===== src/design/apse_pkg.sv =====
// Shared types and constants for the Annex B parameter-set extractor.
// No dependencies; every other design file imports this package.
`default_nettype none

package apse_pkg;

   localparam int BYTE_W   = 8;
   localparam int TYPE_W   = 5;
   localparam int HOLD_W   = 2;
   localparam int ZCOUNT_W = 3;
   localparam int TCOUNT_W = 2;
   localparam int CSR_IDX_W = 2;

   localparam logic [TYPE_W-1:0] KEEP_FIRST_RESET  = 5'd7;
   localparam logic [TYPE_W-1:0] KEEP_SECOND_RESET = 5'd8;

   localparam logic [CSR_IDX_W-1:0] CSR_KEEP_FIRST  = 2'd0;
   localparam logic [CSR_IDX_W-1:0] CSR_KEEP_SECOND = 2'd1;

   localparam logic [BYTE_W-1:0] BYTE_ZERO = 8'h00;
   localparam logic [BYTE_W-1:0] BYTE_ONE  = 8'h01;
   localparam logic [HOLD_W-1:0] HOLD_FULL = 2'd3;

   localparam int QUEUE_AW    = 2;
   localparam int QUEUE_DEPTH = 1 << QUEUE_AW;

   typedef enum logic [3:0] {
      MODE_SEARCH = 4'b0001,
      MODE_HEADER = 4'b0010,
      MODE_KEEP   = 4'b0100,
      MODE_SKIP   = 4'b1000
   } mode_type;

   typedef struct packed {
      logic [BYTE_W-1:0] stream_byte;
      logic              buffer_end;
   } req_payload_type;

   typedef struct packed {
      logic [BYTE_W-1:0] out_byte;
      logic              run_last;
      logic              extract_end;
   } rsp_payload_type;

   // One burst of results: zero_count zeros, then tail_count tail bytes.
   typedef struct packed {
      logic [ZCOUNT_W-1:0] zero_count;
      logic [TCOUNT_W-1:0] tail_count;
      logic [BYTE_W-1:0]   tail0;
      logic [BYTE_W-1:0]   tail1;
      logic                buf_last;
   } cmd_type;

   typedef struct packed {
      logic full;
      logic empty;
   } qstat_type;

endpackage

`default_nettype wire


===== src/design/annexb_parameter_set_extractor.sv =====
// Annex B parameter-set extractor, top level.
// The first result of a byte passes through the command queue and then the output register before it can transfer.
// Throughput: one input byte per cycle while the 4-entry command queue has room;
// results leave at one byte per cycle while rsp_ready is high; a start burst (prefix and header) is 5 bytes.
// Reset (synchronous): keep types 7 and 8, searching for a start code, queue and output empty.
`default_nettype none

module annexb_parameter_set_extractor (
   input  wire                              clock,
   input  wire                              reset,
   input  wire                              req_valid,
   output logic                             req_ready,
   input  apse_pkg::req_payload_type        req_payload,
   output logic                             rsp_valid,
   input  wire                              rsp_ready,
   output apse_pkg::rsp_payload_type        rsp_payload,
   input  wire                              csr_valid,
   output logic                             csr_ready,
   input  wire  [apse_pkg::CSR_IDX_W-1:0]   csr_index,
   input  wire  [apse_pkg::TYPE_W-1:0]      csr_data
);
   import apse_pkg::*;

   qstat_type q_stat;
   logic      q_push;
   logic      q_pop;
   cmd_type   push_cmd;
   cmd_type   head_cmd;

   apse_front u_front (
      .clock       (clock),
      .reset       (reset),
      .req_valid   (req_valid),
      .req_ready   (req_ready),
      .req_payload (req_payload),
      .csr_valid   (csr_valid),
      .csr_ready   (csr_ready),
      .csr_index   (csr_index),
      .csr_data    (csr_data),
      .q_stat      (q_stat),
      .q_push      (q_push),
      .q_cmd       (push_cmd)
   );

   apse_queue u_queue (
      .clock    (clock),
      .reset    (reset),
      .push     (q_push),
      .push_cmd (push_cmd),
      .pop      (q_pop),
      .head_cmd (head_cmd),
      .stat     (q_stat)
   );

   apse_back u_back (
      .clock       (clock),
      .reset       (reset),
      .head_cmd    (head_cmd),
      .q_stat      (q_stat),
      .q_pop       (q_pop),
      .rsp_valid   (rsp_valid),
      .rsp_ready   (rsp_ready),
      .rsp_payload (rsp_payload)
   );

endmodule

`default_nettype wire


===== src/design/apse_front.sv =====
// Front end: start-code tracking, NAL type filter and config registers.
// Depends on apse_pkg; turns each accepted byte into at most one burst command.
`default_nettype none

module apse_front (
   input  wire                              clock,
   input  wire                              reset,
   input  wire                              req_valid,
   output logic                             req_ready,
   input  apse_pkg::req_payload_type        req_payload,
   input  wire                              csr_valid,
   output logic                             csr_ready,
   input  wire  [apse_pkg::CSR_IDX_W-1:0]   csr_index,
   input  wire  [apse_pkg::TYPE_W-1:0]      csr_data,
   input  apse_pkg::qstat_type              q_stat,
   output logic                             q_push,
   output apse_pkg::cmd_type                q_cmd
);
   import apse_pkg::*;

   logic [TYPE_W-1:0] keep_first_ff, keep_first_in;
   logic [TYPE_W-1:0] keep_second_ff, keep_second_in;
   mode_type          mode_ff, mode_in;
   logic [HOLD_W-1:0] hold_ff, hold_in;

   logic [BYTE_W-1:0] b;
   logic [TYPE_W-1:0] hdr_code;
   logic              accept;
   logic              type_hit;
   mode_type          mode_step;
   logic [HOLD_W-1:0] hold_step;
   cmd_type           cmd;

   assign csr_ready = 1'b1;
   assign req_ready = !q_stat.full;
   assign accept    = req_valid && req_ready;
   assign b         = req_payload.stream_byte;
   assign hdr_code  = b[TYPE_W-1:0];
   assign type_hit  = (hdr_code == keep_first_ff) || (hdr_code == keep_second_ff);

   always_comb begin
      keep_first_in  = keep_first_ff;
      keep_second_in = keep_second_ff;
      if (csr_valid) begin
         case (csr_index)
            CSR_KEEP_FIRST:  keep_first_in  = csr_data;
            CSR_KEEP_SECOND: keep_second_in = csr_data;
            default: ;
         endcase
      end
   end

   always_comb begin
      mode_step      = mode_ff;
      hold_step      = hold_ff;
      cmd.zero_count = '0;
      cmd.tail_count = '0;
      cmd.tail0      = b;
      cmd.tail1      = b;
      cmd.buf_last   = req_payload.buffer_end;
      case (mode_ff)
         MODE_HEADER: begin
            hold_step = '0;
            if (type_hit) begin
               cmd.zero_count = 3'd3;
               cmd.tail_count = 2'd2;
               cmd.tail0      = BYTE_ONE;
               mode_step      = MODE_KEEP;
            end else begin
               mode_step = MODE_SKIP;
            end
         end
         MODE_SEARCH, MODE_KEEP, MODE_SKIP: begin
            if (b == BYTE_ONE && hold_ff >= 2'd2) begin
               hold_step = '0;
               mode_step = MODE_HEADER;
            end else if (b == BYTE_ZERO) begin
               // fourth zero in a kept unit: release the oldest one
               if (hold_ff == HOLD_FULL) begin
                  if (mode_ff == MODE_KEEP) cmd.zero_count = 3'd1;
               end else begin
                  hold_step = hold_ff + 2'd1;
               end
            end else begin
               if (mode_ff == MODE_KEEP) begin
                  cmd.zero_count = {1'b0, hold_ff};
                  cmd.tail_count = 2'd1;
               end
               hold_step = '0;
            end
         end
         default: begin
            mode_step = MODE_SEARCH;
            hold_step = '0;
         end
      endcase

      mode_in = mode_step;
      hold_in = hold_step;
      if (req_payload.buffer_end) begin
         // flush held zeros of a kept unit and clear
         if (mode_step == MODE_KEEP)
            cmd.zero_count = cmd.zero_count + {1'b0, hold_step};
         mode_in = MODE_SEARCH;
         hold_in = '0;
      end
   end

   assign q_cmd  = cmd;
   assign q_push = accept && (cmd.zero_count != '0 || cmd.tail_count != '0);

   always_ff @(posedge clock) begin
      if (reset) begin
         keep_first_ff  <= KEEP_FIRST_RESET;
         keep_second_ff <= KEEP_SECOND_RESET;
         mode_ff        <= MODE_SEARCH;
         hold_ff        <= '0;
      end else begin
         keep_first_ff  <= keep_first_in;
         keep_second_ff <= keep_second_in;
         if (accept) begin
            mode_ff <= mode_in;
            hold_ff <= hold_in;
         end
      end
   end

   a_end_clears: assert property (@(posedge clock) disable iff (reset)
      accept && req_payload.buffer_end |=> mode_ff == MODE_SEARCH && hold_ff == '0)
      else $error("state not cleared after buffer end");

   a_header_no_hold: assert property (@(posedge clock) disable iff (reset)
      mode_ff == MODE_HEADER |-> hold_ff == '0)
      else $error("zeros held while expecting a header");

endmodule

`default_nettype wire


===== src/design/apse_queue.sv =====
// Short command queue between front end and serializer.
// Depends on apse_pkg for the command type and depth.
`default_nettype none

module apse_queue (
   input  wire                    clock,
   input  wire                    reset,
   input  wire                    push,
   input  apse_pkg::cmd_type      push_cmd,
   input  wire                    pop,
   output apse_pkg::cmd_type      head_cmd,
   output apse_pkg::qstat_type    stat
);
   import apse_pkg::*;

   cmd_type             mem_ff [QUEUE_DEPTH];
   logic [QUEUE_AW-1:0] wr_ptr_ff, wr_ptr_in;
   logic [QUEUE_AW-1:0] rd_ptr_ff, rd_ptr_in;
   logic [QUEUE_AW:0]   count_ff, count_in;

   assign stat.full  = (count_ff == (QUEUE_AW+1)'(QUEUE_DEPTH));
   assign stat.empty = (count_ff == '0);
   assign head_cmd   = mem_ff[rd_ptr_ff];

   always_comb begin
      wr_ptr_in = push ? wr_ptr_ff + 1'b1 : wr_ptr_ff;
      rd_ptr_in = pop  ? rd_ptr_ff + 1'b1 : rd_ptr_ff;
      count_in  = count_ff;
      if (push && !pop)      count_in = count_ff + 1'b1;
      else if (pop && !push) count_in = count_ff - 1'b1;
   end

   always_ff @(posedge clock) begin
      if (push) mem_ff[wr_ptr_ff] <= push_cmd;
   end

   always_ff @(posedge clock) begin
      if (reset) begin
         wr_ptr_ff <= '0;
         rd_ptr_ff <= '0;
         count_ff  <= '0;
      end else begin
         wr_ptr_ff <= wr_ptr_in;
         rd_ptr_ff <= rd_ptr_in;
         count_ff  <= count_in;
      end
   end

   a_no_overflow: assert property (@(posedge clock) disable iff (reset)
      push |-> !stat.full)
      else $error("push into full queue");

   a_no_underflow: assert property (@(posedge clock) disable iff (reset)
      pop |-> !stat.empty)
      else $error("pop from empty queue");

endmodule

`default_nettype wire


===== src/design/apse_back.sv =====
// Back end: expands queued burst commands into one result byte per cycle while rsp_ready allows.
// Depends on apse_pkg; drives the registered result channel.
`default_nettype none

module apse_back (
   input  wire                          clock,
   input  wire                          reset,
   input  apse_pkg::cmd_type            head_cmd,
   input  apse_pkg::qstat_type          q_stat,
   output logic                         q_pop,
   output logic                         rsp_valid,
   input  wire                          rsp_ready,
   output apse_pkg::rsp_payload_type    rsp_payload
);
   import apse_pkg::*;

   logic [ZCOUNT_W-1:0] idx_ff, idx_in;
   logic                valid_ff, valid_in;
   rsp_payload_type     data_ff, data_in;

   logic [ZCOUNT_W-1:0] total;
   logic [ZCOUNT_W-1:0] tail_idx;
   logic                is_end;
   logic                load;
   logic [BYTE_W-1:0]   elem;

   assign total    = head_cmd.zero_count + {1'b0, head_cmd.tail_count};
   assign tail_idx = idx_ff - head_cmd.zero_count;
   assign is_end   = (idx_ff == total - 3'd1);
   assign load     = !q_stat.empty && (!valid_ff || rsp_ready);
   assign q_pop    = load && is_end;

   always_comb begin
      if (idx_ff < head_cmd.zero_count) elem = BYTE_ZERO;
      else if (tail_idx == '0)          elem = head_cmd.tail0;
      else                              elem = head_cmd.tail1;
   end

   always_comb begin
      idx_in   = idx_ff;
      valid_in = valid_ff;
      data_in  = data_ff;
      if (load) begin
         data_in.out_byte    = elem;
         data_in.run_last    = is_end;
         data_in.extract_end = is_end && head_cmd.buf_last;
         valid_in            = 1'b1;
         idx_in              = is_end ? '0 : idx_ff + 3'd1;
      end else if (rsp_ready) begin
         valid_in = 1'b0;
      end
   end

   always_ff @(posedge clock) begin
      if (reset) begin
         idx_ff   <= '0;
         valid_ff <= 1'b0;
      end else begin
         idx_ff   <= idx_in;
         valid_ff <= valid_in;
      end
   end

   always_ff @(posedge clock) begin
      data_ff <= data_in;
   end

   assign rsp_valid   = valid_ff;
   assign rsp_payload = data_ff;

   a_idx_in_burst: assert property (@(posedge clock) disable iff (reset)
      !q_stat.empty |-> idx_ff < total)
      else $error("burst index past end of command");

endmodule

`default_nettype wire

===== config.mk =====
export PLATFORM = sky130hd
export DESIGN_NAME = annexb_parameter_set_extractor
export DESIGN_NICKNAME = d
export VERILOG_FILES = /design/src/design/apse_pkg.sv /design/src/design/annexb_parameter_set_extractor.sv /design/src/design/apse_front.sv /design/src/design/apse_queue.sv /design/src/design/apse_back.sv
export SDC_FILE = /design/constraint.sdc
export NUM_CORES = 1
export LEC_CHECK = 0
export BUFFER_PORTS_ARGS = -buffer_cell sky130_fd_sc_hd__buf_2
export CORE_MARGIN = 5
export CORE_UTILIZATION = 60
export DETAILED_ROUTE_END_ITERATION = 12
export GPL_ROUTABILITY_DRIVEN = 0
export HOLD_SLACK_MARGIN = 0.05
export PLACE_DENSITY = 0.83
export SYNTH_ARGS = -nofsm -noshare
export SYNTH_HDL_FRONTEND = slang
export SYNTH_HIERARCHICAL = 1
export SYNTH_SLANG_ARGS = --single-unit

===== constraint.sdc =====
create_clock -name clock -period 4.5 [get_ports clock]
set_input_delay 0.225 -clock clock [delete_from_list [all_inputs] [get_ports clock]]
set_output_delay 0.225 -clock clock [all_outputs]
set_load 0.02 [all_outputs]

## Word-level counts from Yosys, hierarchy flattened

Memories as Yosys holds them, arrays and structs flattened. A register that Yosys moved wholly into a read port is not among the register bits.
Index checks and enable logic that the tools add are counted.

| storage, ports and cells | value |
|---|---|
| bits in registers | 37 |
| word-level logic and storage cells | 94 |
| memories kept | 1 |
| input bits | 21 |
| RAM bits | 88 |
| output and inout bits | 13 |

Memories:

| name | depth | width | read ports | clocked after memory_dff | wr ports | RTL line | source |
|---|---|---|---|---|---|---|---|
| u_queue.mem_ff | 4 | 22 | 1 | 1 | 1 | apse_queue.sv:16 | `cmd_type mem_ff [QUEUE_DEPTH];` |

| cells by class | value |
|---|---|
| reductions and logical operators | 27 |
| equality and inequality tests | 12 |
| add/sub/neg operators | 10 |
| multiplexer cells | 30 |
| $lt $le $gt $ge | 2 |

Operators by type and width:

| kind | number |
|---|---|
| $mux 3 | 7 |
| $mux 2 | 8 |
| $mux 4 | 4 |
| $mux 8 | 2 |
| $mux 12 | 1 |
| $eq 5x5->1 | 2 |
| $pmux 5 s2 | 1 |
| $eq 4x3->1 const B | 2 |
| $eq 8x1->1 const B | 1 |
| $logic_and 1x1->1 | 8 |
| $logic_not 8->1 | 1 |
| $pmux 4 s2 | 1 |
| $add 2x1->2 const B | 3 |
| $add 3x1->3 const B | 2 |
| $add 3x2->3 | 2 |
| $logic_not 3->1 | 2 |
| $reduce_bool 2->1 | 3 |
| $sub 3x1->3 const B | 2 |
| $logic_not 1->1 | 5 |
| $mux 1 | 5 |
| $mux 5 | 1 |
| $eq 4x1->1 const B | 1 |
| $eq 4x2->1 const B | 1 |
| $eq 4x4->1 const B | 1 |
| 12 further kinds | 15 |

## Longest topological paths before layout

| logic depth | value |
|---|---|
| word-level depth | 16 |
| gate-level depth with buffers | 17 |
| mapped depth without buffers | 16 |

## By module

Netlist, hierarchy kept.

Modules (own cells, without submodules):

| module | times used | sequential area each (sq um) | area each (sq um) | cells each |
|---|---|---|---|---|
| apse_queue | 1 | 2822.7 | 3607.2 | 158 |
| apse_front | 1 | 320.3 | 1238.7 | 150 |
| apse_back | 1 | 380.4 | 849.6 | 75 |

## Worst setup path after synthesis

Ideal clock, no wire load.

| timing | value |
|---|---|
| path type | reg2reg |
| start point | reg u_front.mode_ff[0] |
| end point | reg u_queue.count_ff[2] |
| data arrival time | 3634 ps |
| buffers on the path | 0 |
| clock period less this slack | 3704 ps |
| path slack | 796 ps |
| cell stages (with the launch flop) | 17 |
| required time | 4430 ps |
| setup time | 70 ps |
| cell sequence | dfxtp_1 > nor4b_4 > or3b_1 > o22ai_2 > a41o_2 > ha_1 > inv_1 > fa_1 > nand2_1 > nor4_1 > nor3_2 > ha_1 > inv_1 > fa_1 > xor2_1 > or3_1 > a21oi_1 |

| between the ends | value |
|---|---|
| cells in the longest elaborated chain, start to end | 15 |
| elaborated cells between the ends (all ways) | 28 |
| classes of those cells | 1 x add/sub; 5 x eq/ne; 13 x mux; 9 x reduce/logical |

RTL lines:

| element | RTL line | source |
|---|---|---|
| from (decl) | apse_front.sv:23 | `mode_type mode_ff, mode_in;` |
| from (signal assigned) | apse_front.sv:122 | `mode_ff <= mode_in;` |
| $eq 4x3->1 | apse_front.sv:61, apse_front.sv:80, apse_front.sv:85 |  |
| $mux 1 | apse_front.sv:80 | `if (mode_ff == MODE_KEEP) cmd.zero_count = 3'd1;` |
| $mux 3 | apse_front.sv:79 | `if (hold_ff == HOLD_FULL) begin` |
| $mux 3 | apse_front.sv:77 | `end else if (b == BYTE_ZERO) begin` |
| $mux 5 | apse_front.sv:74 | `if (b == BYTE_ONE && hold_ff >= 2'd2) begin` |
| $pmux 5 s2 | apse_front.sv:61 | `case (mode_ff)` |
| $add 3x2->3 | apse_front.sv:103 | `cmd.zero_count = cmd.zero_count + {1'b0, hold_step};` |
| $mux 3 | apse_front.sv:102 | `if (mode_step == MODE_KEEP)` |
| $mux 3 | apse_front.sv:100 | `if (req_payload.buffer_end) begin` |
| $reduce_bool 3->1 | apse_front.sv:110 | `assign q_push = accept && (cmd.zero_count != '0 \|\| cmd.tail_count != '0);` |
| $logic_or 1x1->1 * | apse_front.sv:110 |  |
| $logic_and 1x1->1 * | apse_front.sv:110 |  |
| via q_push | annexb_parameter_set_extractor.sv:25 | `logic q_push;` |
| $logic_not 1->1 | apse_queue.sv:30 | `else if (pop && !push) count_in = count_ff - 1'b1;` |
| $logic_and 1x1->1 | apse_queue.sv:30 |  |
| $reduce_bool 2->1 (no line) | - |  |
| to (signal assigned) | apse_queue.sv:45 | `count_ff <= count_in;` |
| to (decl) | apse_queue.sv:19 | `logic [QUEUE_AW:0] count_ff, count_in;` |

The timed path passes the listed nets; every way through them passes the cells marked *.
A chain may end at the register's enable or synchronous reset.

## Final worst setup path

| timing | value |
|---|---|
| start point | in req_payload[2] in the netlist's numbering |
| end point | reg u_queue.count_ff[2] |

| between the ends | value |
|---|---|
| cells in the longest elaborated chain, start to end | 13 |
| elaborated cells between the ends (all ways) | 30 |
| classes of those cells | 1 x add/sub; 4 x eq/ne; 14 x mux; 11 x reduce/logical |

RTL lines:

| element | RTL line | source |
|---|---|---|
| from (decl) | annexb_parameter_set_extractor.sv:13 | `input apse_pkg::req_payload_type req_payload,` |
| $logic_not 8->1, or another cell as far along | apse_front.sv:77 |  |
| $mux 3, or another cell as far along | apse_front.sv:77 |  |
| $mux 5, or another cell as far along | apse_front.sv:74 |  |
| $pmux 5 s2, or another cell as far along | apse_front.sv:61 |  |
| $add 3x2->3 / $eq 4x3->1 (equally long branches) | apse_front.sv:103, apse_front.sv:102 |  |
| $mux 3 | apse_front.sv:102 |  |
| $mux 3 | apse_front.sv:100 |  |
| $reduce_bool 3->1 | apse_front.sv:110 |  |
| $logic_or 1x1->1 * | apse_front.sv:110 |  |
| $logic_and 1x1->1 * | apse_front.sv:110 |  |
| via q_push | annexb_parameter_set_extractor.sv:25 |  |
| $logic_not 1->1 | apse_queue.sv:30 |  |
| $logic_and 1x1->1 | apse_queue.sv:30 |  |
| $reduce_bool 2->1 (no line) | - |  |

Marks and branches as above.

==> results.ini <==
[outcome]
status = finished clean

[flow_run]
cap_violations = 0

[timing]
maxClockFrequency_ghz = 0.240
grt_setup_unrepaired = false
setup-tns-final_ns = 0
report.final.setup_viol = 0
min_period_over_period = 0.926
finalCriticalPeriod_ns = 4.17
hold_ws_ns = 0.116
max_slew.worst_pin.slew_ns = 0.895
final.setup_skew_ns = 0.00760
max_slew_headroom_at_the_worst_pin = 0.403
maxSlewViolCount = 0
hold_viol = 0

[synth]
yosys.cell_count.top_type = sky130_fd_sc_hd__edfxtp_1
synth_area_um2 = 5700
share_of_async_settable_or_async_resettable_flops_after_synthesis = 0
post_synth_most_frequent_cells = sky130_fd_sc_hd__edfxtp_1, sky130_fd_sc_hd__nor2_1, sky130_fd_sc_hd__dfxtp_1
number_of_enable_type_register_cells_in_the_synthesized_netlist = 98
synth_top_cells_by_area = sky130_fd_sc_hd__edfxtp_1, sky130_fd_sc_hd__dfxtp_1, sky130_fd_sc_hd__mux4_2, sky130_fd_sc_hd__mux2i_1, sky130_fd_sc_hd__ha_1
synth_cells = 383
syn-mean-instance-area_um2 = 14.9
yosys.cell_types.count = 58
synth_top_area_cell = sky130_fd_sc_hd__edfxtp_1
ys.warnings.count = 6
yosysTopAreaCellShare = 0.517
yosys_register_bits = 127
mappedNetlistNets = 420
synth-main-ff-cell = sky130_fd_sc_hd__edfxtp_1
yosysSeqAreaShare = 0.619

[power]
power.density_nw_per_um2 = 450
cellLeakagePower_nw = 2.37
p_total_mw = 3.00
vdd_ir_drop_max_v = 0.000252

[floorplanning]
rows = 35
die_area_um2 = 11500
start_util = 0.616
die_w_um = 107
ioPinCount = 34
core_um2 = 9240
floorplan.die.height_um = 107

[worst_hold_path]
min-delay-path-class = in -> reg

[placement]
placed_cells_incl_taps = 533
detailed_place_hpwl_mm = 6.61
portBuffers = 32

[critical_path]
end_kind = flip-flop
setup.worst_path.start_class = input port
crit_path_kind = in -> reg
timing.critical_path.fanout_max = 8
critical_path_arrival_ns = 4.60
cp_data_required_time_ns = 4.93

[global_routing]
grt_antenna_before_repair = 0
maximum_number_of_pins_on_one_net_before_global_route_repair = 29
grt_pass1_vias = 3483
grt_overflow_total = 0
first_pass_grt_wire_length_mm = 18.3
grtUsageTotal = 0.212

[detailed_routing]
route.detailed.wl_per_inst_um = 19.3
via_count = 3362
ant_nets = 0
first_iter_violations = 184
dr.pass1.iters = 5
routed_wl_mm = 11.1
post_drt_via_cell_ratio = 5.82
route.detailed.drc = 0

[clock_tree]
post_cts.repair.setup_buffers = 0
numCtsBuffers = 17
clk_path_buf_depth = 2
tritoncts = done
clock_sink_count = 127
clk-insertion-delay-late_ns = 0.50
cts-root-buf = sky130_fd_sc_hd__clkbuf_8
h_tree_depth = 4
clock_pin_transition_on_the_worst_setup_and_hold_timing_paths_ns = 0.06

[final_layout]
antennaDiodeCount = 0
layout.filler_cells = 571
final-seq-area_um2 = 3520
nets = 473
finalCoreUtilization = 0.722
multi_input_area_um2 = 1950
final_non_filler_cell_total = 578
layout-drive-gt1-share = 0.232
area.growth.synth_to_final_pct = 17.1

routing by layer:
| metal | vias up | global-route usage | part of all wire |
|---|---|---|---|
| met3 | 22 | 0.0600 | 0.067 |
| met5 | - | 0 | 0 |
| li1 | 1527 | - | - |
| met2 | 167 | 0.367 | 0.52 |
| met4 | 0 | 0.0595 | 0.015 |
| met1 | 1646 | 0.261 | 0.39 |
metrics by stage:
step / worst slack (ns) / area [µm²]
floorplan: 0.796 / 5700
global placement: 0.550 / 5950
detailed placement: 0.393 / 5950
CTS: 0.272 / 6660
global route: 0.0825 / 6670
finish: 0.332 / 6670
flip-flops by register name, indices dropped and copies added (netlist names), named ones only:
signal                  flops
u_back/rsp_valid            1
u_front/keep_first_ff       5
u_queue/wr_ptr_ff           2
u_back/rsp_payload         10
u_queue/rd_ptr_ff           2
u_front/mode_ff             4
u_back/idx_ff               3
u_queue/mem_ff             88
u_front/hold_ff             2
u_front/keep_second_ff      5
u_queue/count_ff            3
worst paths after layout:
kind	to	cells after the start	slack (ns)	start
min	u_queue/mem_ff[3][0]	1	0.12	req_payload[0]
max reg2reg	u_queue/count_ff[2]	15	0.37	u_front/mode_ff[2]
max	u_queue/count_ff[2]	18	0.33	req_payload[2]
min reg2reg	u_front/keep_second_ff[3]	1	0.49	u_front/keep_second_ff[3]
final cells by class:
type	instances	share of cell area
clock inverter	14	0.0244
timing repair buffer	56	0.0559
tap	129	0.0242
clock buffer	18	0.0627
multi-input combinational	213	0.293
sequential	127	0.528
inverter	21	0.0118
worst max-delay path: stages:
cell,delay [ns]
sky130_fd_sc_hd__dlygate4sd3_1,0.53
sky130_fd_sc_hd__buf_2,0.18
sky130_fd_sc_hd__nor4_2,0.49
sky130_fd_sc_hd__and2_1,0.24
sky130_fd_sc_hd__o21ai_0,0.12
sky130_fd_sc_hd__a41o_2,0.30
sky130_fd_sc_hd__ha_1,0.20
sky130_fd_sc_hd__inv_1,0.07
sky130_fd_sc_hd__fa_1,0.43
sky130_fd_sc_hd__nand2_1,0.09
sky130_fd_sc_hd__nor4_1,0.05
sky130_fd_sc_hd__nor3_2,0.34
sky130_fd_sc_hd__ha_1,0.26
sky130_fd_sc_hd__inv_1,0.06
sky130_fd_sc_hd__fa_1,0.37
sky130_fd_sc_hd__xor2_1,0.18
sky130_fd_sc_hd__or3_1,0.31
sky130_fd_sc_hd__a21oi_1,0.14
logic make-up (layout without fill, tap and decap cells):
kind of cell / count (synthesis) / count (layout) / synth area share
fa+ha+maj: 16 / 16 / 0.0391
mux: 39 / 39 / 0.118
compound gates: 38 / 38 / 0.0516
flops: 127 / 127 / 0.619
simple gates: 96 / 96 / 0.0951
xor+xnor: 23 / 23 / 0.0367
buf+inv: 43 / 109 / 0.0400
other cells: 1 / 1 / 0.000658
where the power goes:
part,switching [mW],internal [mW]
Sequential,0.0323,1.32
Clock,0.483,0.842
Combinational,0.192,0.134
Total,0.708,2.29
placed cells by master, fill, tap and decap left out, types with 3 or more instances in the layout:
| cell | count |
|---|---|
| sky130_fd_sc_hd__ha_1 | 13 |
| sky130_fd_sc_hd__xnor2_1 | 13 |
| sky130_fd_sc_hd__nand2_1 | 12 |
| sky130_fd_sc_hd__a211o_1 | 4 |
| sky130_fd_sc_hd__inv_1 | 20 |
| sky130_fd_sc_hd__edfxtp_1 | 98 |
| sky130_fd_sc_hd__clkbuf_16 | 16 |
| sky130_fd_sc_hd__nand3_1 | 3 |
| sky130_fd_sc_hd__buf_2 | 32 |
| sky130_fd_sc_hd__bufinv_16 | 3 |
| sky130_fd_sc_hd__nor2_1 | 31 |
| sky130_fd_sc_hd__inv_6 | 3 |
| sky130_fd_sc_hd__dfxtp_1 | 29 |
| sky130_fd_sc_hd__clkinv_1 | 3 |
| sky130_fd_sc_hd__nor2b_1 | 9 |
| sky130_fd_sc_hd__mux2i_1 | 17 |
| sky130_fd_sc_hd__nor3_1 | 7 |
| sky130_fd_sc_hd__a21oi_1 | 10 |
| sky130_fd_sc_hd__o21ai_0 | 6 |
| sky130_fd_sc_hd__dlygate4sd3_1 | 13 |
| sky130_fd_sc_hd__mux4_2 | 20 |
| sky130_fd_sc_hd__fa_1 | 3 |
| sky130_fd_sc_hd__buf_4 | 11 |
| sky130_fd_sc_hd__xor2_1 | 9 |
| sky130_fd_sc_hd__and2b_1 | 4 |
| sky130_fd_sc_hd__and2_1 | 8 |
| sky130_fd_sc_hd__o211ai_1 | 4 |
what timing repair did:
item / CTS / global route
hold endpoints to repair: 39 / 0
endpoints found under the setup margin: 0 / 1
resized for setup: 0 / 1
hold buffers: 13 / 0
Power figures use the tool's default switching activity.
